===== config.mk =====
export PLATFORM = sky130hd
export DESIGN_NAME = crr_ctrl
export DESIGN_NICKNAME = d
export VERILOG_FILES = /design/src/hdl/crr_pkg.sv /design/src/hdl/crr_ctrl.sv
export SDC_FILE = /design/constraint.sdc
export NUM_CORES = 1
export LEC_CHECK = 0
export ABC_AREA = 1
export BUFFER_PORTS_ARGS = -buffer_cell sky130_fd_sc_hd__buf_4
export CAP_MARGIN = 20
export CORE_ASPECT_RATIO = 0.8
export CORE_UTILIZATION = 33
export DETAILED_ROUTE_END_ITERATION = 7
export GPL_ROUTABILITY_DRIVEN = 0
export HOLD_SLACK_MARGIN = 0.06
export PLACE_DENSITY = 0.51
export SLEW_MARGIN = 20
export SYNTH_ARGS = -nofsm -noshare
export SYNTH_HDL_FRONTEND = slang
export SYNTH_SLANG_ARGS = --single-unit

===== constraint.sdc =====
create_clock -name clock -period 1.57 [get_ports clock]
set_input_delay 0.157 -clock clock [delete_from_list [all_inputs] [get_ports clock]]
set_output_delay 0.157 -clock clock [all_outputs]
set_load 0.1 [all_outputs]

===== src/hdl/crr_pkg.sv =====
`timescale 1ns / 1ps

package crr_pkg;

   localparam int COORD_BITS         = 24;
   localparam int MAX_POINTS_DEFAULT = 64;
   localparam int DENS_BITS          = 8;
   localparam int K_BITS             = 15;
   localparam int FRAC_BITS          = 16;
   localparam int U_BITS             = FRAC_BITS + 1;
   localparam int P_BITS             = COORD_BITS + 2;
   localparam int H_BITS             = COORD_BITS + 8;
   localparam int CSR_ADDR_BITS      = 2;
   localparam int CSR_DATA_BITS      = 24;
   localparam int REQ_DATA_BITS      = 64;
   localparam int RSP_DATA_BITS      = 2 * COORD_BITS;

   localparam logic [CSR_ADDR_BITS-1:0] CSR_DENSITY = 2'd0;
   localparam logic [CSR_ADDR_BITS-1:0] CSR_Y_LOWER = 2'd1;
   localparam logic [CSR_ADDR_BITS-1:0] CSR_Y_UPPER = 2'd2;

   localparam logic KIND_LOAD   = 1'b0;
   localparam logic KIND_SAMPLE = 1'b1;

   localparam logic [1:0] RD_B = 2'd0;
   localparam logic [1:0] RD_C = 2'd1;
   localparam logic [1:0] RD_A = 2'd2;
   localparam logic [1:0] RD_D = 2'd3;

   localparam logic [1:0] STG_B = 2'd0;
   localparam logic [1:0] STG_C = 2'd1;
   localparam logic [1:0] STG_E = 2'd2;

   localparam logic [DENS_BITS-1:0]     DENSITY_RESET = 8'd100;
   localparam logic [CSR_DATA_BITS-1:0] Y_LOWER_RESET = 24'h800000;
   localparam logic [CSR_DATA_BITS-1:0] Y_UPPER_RESET = 24'h7FFFFF;

   typedef struct packed {
      logic       load;
      logic       start;
      logic       prep;
      logic       check;
      logic       div_step;
      logic       seg_sel;
      logic       rd_en;
      logic [1:0] rd_sel;
      logic       coef;
      logic       mul;
      logic       acc;
      logic       coord_y;
      logic [1:0] stage;
      logic       finish;
   } cmd_type;

   typedef struct packed {
      logic bad;
      logic out_full;
   } status_type;

endpackage


===== src/hdl/crr_ctrl.sv =====
`timescale 1ns / 1ps

module crr_ctrl #(
   parameter int MAX_POINTS = crr_pkg::MAX_POINTS_DEFAULT
) (
   input  logic                clock,
   input  logic                reset,
   input  logic                req_tvalid,
   input  logic                req_kind,
   output logic                req_tready,
   input  logic                rsp_tready,
   input  crr_pkg::status_type status,
   output crr_pkg::cmd_type    cmd
);
   import crr_pkg::*;

   localparam int CNT_W = $clog2(MAX_POINTS + 1);
   localparam int Q_W   = K_BITS + CNT_W + FRAC_BITS;
   localparam int C_W   = $clog2(Q_W + 1);

   typedef enum logic [3:0] {
      IDLE, PREP, CHECK, DIV, SEG, READ, COEF, MUL, ACC, OUTPUT
   } state_type;

   state_type      state_ff, state_in;
   logic [C_W-1:0] cnt_ff, cnt_in;
   logic           coord_ff, coord_in;
   logic [1:0]     stage_ff, stage_in;

   always_comb begin
      state_in   = state_ff;
      cnt_in     = cnt_ff;
      coord_in   = coord_ff;
      stage_in   = stage_ff;
      cmd        = '0;
      cmd.coord_y = coord_ff;
      cmd.stage  = stage_ff;
      cmd.rd_sel = cnt_ff[1:0];
      req_tready = 1'b0;
      unique case (state_ff)
         IDLE: begin
            req_tready = 1'b1;
            if (req_tvalid) begin
               if (req_kind == KIND_LOAD) begin
                  cmd.load = 1'b1;
               end else begin
                  cmd.start = 1'b1;
                  state_in  = PREP;
               end
            end
         end
         PREP: begin
            cmd.prep = 1'b1;
            state_in = CHECK;
         end
         CHECK: begin
            cmd.check = 1'b1;
            cnt_in    = '0;
            state_in  = status.bad ? OUTPUT : DIV;
         end
         DIV: begin
            cmd.div_step = 1'b1;
            cnt_in       = cnt_ff + 1'b1;
            if (cnt_ff == C_W'(Q_W - 1)) begin
               state_in = SEG;
            end
         end
         SEG: begin
            cmd.seg_sel = 1'b1;
            cnt_in      = '0;
            state_in    = READ;
         end
         READ: begin
            cmd.rd_en = 1'b1;
            cnt_in    = cnt_ff + 1'b1;
            if (cnt_ff[1:0] == RD_D) begin
               state_in = COEF;
            end
         end
         COEF: begin
            cmd.coef = 1'b1;
            coord_in = 1'b0;
            stage_in = STG_B;
            state_in = MUL;
         end
         MUL: begin
            cmd.mul  = 1'b1;
            state_in = ACC;
         end
         ACC: begin
            cmd.acc  = 1'b1;
            state_in = MUL;
            if (stage_ff == STG_E) begin
               stage_in = STG_B;
               coord_in = 1'b1;
               if (coord_ff) begin
                  state_in = OUTPUT;
               end
            end else begin
               stage_in = stage_ff + 1'b1;
            end
         end
         OUTPUT: begin
            if (!status.out_full || rsp_tready) begin
               cmd.finish = 1'b1;
               state_in   = IDLE;
            end
         end
         default: state_in = IDLE;
      endcase
   end

   always_ff @(posedge clock) begin
      if (reset) begin
         state_ff <= IDLE;
         cnt_ff   <= '0;
         coord_ff <= 1'b0;
         stage_ff <= STG_B;
      end else begin
         state_ff <= state_in;
         cnt_ff   <= cnt_in;
         coord_ff <= coord_in;
         stage_ff <= stage_in;
      end
   end

endmodule


==> reports/results.txt <==
Clock Root Buffer: clkbuf_4
Crit path time final: 1500 ps
Nets@finish: 178
RR Endpoint: state_ff[2]
Avg Cell Area, Syn: 6.09 um^2
Total wire length: 2350 um
Setup Skew: 7.12 ps
Max Slew Vio Count: 0
Post-Syn Area: 847 um^2
Crit path DAT: 1350 ps
Slew margin rel.: 0.703
Critical path buffers and inverters: 2
Max Freq: 666 MHz
All-Layer GR Usage: 0.192
Avg Vias per Cell: 4.44
Max VDD drop: 0.765 mV
CP peak stage delay: 360 ps
Min-delay worst type: input pin to flop
Most used cell, CP: nor2_4
Die H: 47.3 um
First-pass DRT Iterations: 4
Clock latency on the worst-skew pair: 280 ps
Area contributors post-synth: dfxtp_1 31%, nand2_1 14%, nor2_1 12%
Slew @ Worst Pin: 441 ps
Min-Delay Startpoint: reset
CP max-delay cell: dfxtp_2
Chip Width: 58.6 um
Worst Hold Path Cells: 2
Vias in the first global route: 770
Port Buf Inserts: 23
CP Data Required Time: 1410 ps
Worst hold endpoint: cnt_ff[0]
Top_reg_cell synth: dfxtp_1
Residual DRC: 0
Max_cap viols: 0
Power Dens Cells: 2060 nW/um^2
Post-DR wirelength/cell: 11.5 um
Unique masters post-synth: 19
H-tree levels: 1
Global route overflow: 0
DRT iter0 DRCs: 28
HPWL Detailed: 1760 um
CTS buffer count: 3
Die Area: 2770 um^2
Synthesized flop and latch total: 13
CP Class: flop to output pin
CP Max Fanout: 4
CP Cell Sequence: nor2_4 -> nand2_4 -> clkinvlp_4 -> nand2_2 -> nor2_4 -> buf_12
CP Launch Type: flop
Static Leak: 0.572 nW
TritonCTS Sinks: 13
Top-Level Pins: 24
Post-synth EDFFs: 0
Leading area contributor after synthesis: dfxtp_1
RSZ-0062 raised after global routing: true
Core box area: 2440 um^2
Worst R2R Start: state_ff[2]
Post-synthesis sequential area ratio: 0.307
Part of the cycle the worst path needs: 0.957
Clock Path Buffers: 2
Largest delay share family, worst path: simple AND/OR/NAND/NOR gates
Syn-to-layout area delta: 57.8%
Reg-to-reg slack, setup: 210 ps
Clock-pin slew on the worst setup and hold paths: 90 ps
Via total after detailed routing: 906
Syn. warnings: 0
N_diodes: 0
Num rows: 16
Syn Nets: 148
Power after layout: 0.00276 W
Most instantiated library cell after synthesis: nand2_1
CTS tree: built
Async S/R FF share, synth: 0
CP Capture Type: output pin
CTS hold repair buffers: 0
Final setup violating endpoints: 0
Initial antenna violation count: 0
Layout cells sized above 1: 0.435
First-pass GRT wire length: 3820 um
Largest net degree at the start of global routing: 10
Final Core Density: 0.547
Area fraction of the dominant cell type after synthesis: 0.307
Antenna Nets Post-Route: 0
Worst R2R Path Depth: 9
Initial core utilization: 0.347
Post-synthesis cell count: 139
Final Hold Fails: 0
Commonest cells post-synth: 31 x nand2_1, 28 x nor2_1, 20 x inv_1
Status: finished, final reports clean
[worst max path at each step]
stage / slack, ps / cells past startpoint / to / from
2_1_floorplan: -130 / 5 / cmd[15] / state_ff[1]
3_3_place_gp: 130 / 5 / cmd[4] / state_ff[3]
3_5_place_dp: 120 / 5 / cmd[4] / state_ff[3]
4_1_cts: 3 / 5 / cmd[0] / state_ff[0]
5_1_grt: -6 / 6 / cmd[15] / state_ff[3]
6_report: 70 / 6 / cmd[15] / state_ff[3]
[through the flow]
stage                     area, um^2  worst slack, ps  instances  TNS (ps)  hold slack, ps
final                           1340             67.7        204         0             121
after global routing            1340            -6.13        204     -6.13             112
after CTS                       1220             2.69        200         0             113
after detailed placement        1120              123        196         0             419
after global placement          1120              128        196         0             420
after floorplan                  917             -130        139      -341             410
[cell families (layout without fill, tap and decap cells)]
family / count (synthesis) / in the layout / share of synthesized area
AOI/OAI and AO/OA: 19 / 19 / 0.112
adders and majority gates: 2 / 2 / 0.0295
buffers and inverters: 27 / 56 / 0.139
DFF: 13 / 13 / 0.307
and+or+nand+nor: 78 / 78 / 0.412
[metal layers]
metal / GRT usage / part of all wire
met4: 0.0429 / 0.0059
met5: 0 / 0
met2: 0.274 / 0.44
met3: 0.0523 / 0.043
met1: 0.285 / 0.51
[final cells by class]
type | instances | area [um^2]
fillers | 242 | 1110
multi-input cells | 99 | 569
repair buffers | 30 | 319
flip-flops and latches | 13 | 278
inverters | 22 | 98.8
well taps | 36 | 45.0
clock buffers | 4 | 26.3
[sequential cells by signal, indices dropped and copies added, names as in the netlist]
name	flops
stage_ff	2
coord_ff	1
state_ff	4
cnt_ff	6
[report_power, final]
group          internal, W  switching [W]
Combinational     0.000616        0.00142
Clock            0.0000985       0.000113
Sequential        0.000408       0.000101
[placed cells by master, fill, tap and decap left out, types with 2 or more instances in the layout]
master	count
clkinvlp_4	4
o21ai_0	9
inv_2	4
dfxtp_2	5
nand2_1	27
dfxtp_1	5
nand3_1	7
buf_8	2
nand2_4	3
a21oi_1	10
dfxtp_4	3
nand2_2	4
inv_1	13
ha_1	2
nor2_2	3
nor2_1	19
clkbuf_4	3
buf_12	6
nor2_4	10
buf_4	21
nand3_2	2
[repair_timing]
item	in CTS	in global routing
pin swaps	0	4
resized for setup	18	26
buffers inserted	0	4
setup endpoints to repair	7	12
Power figures use the tool's default switching activity.
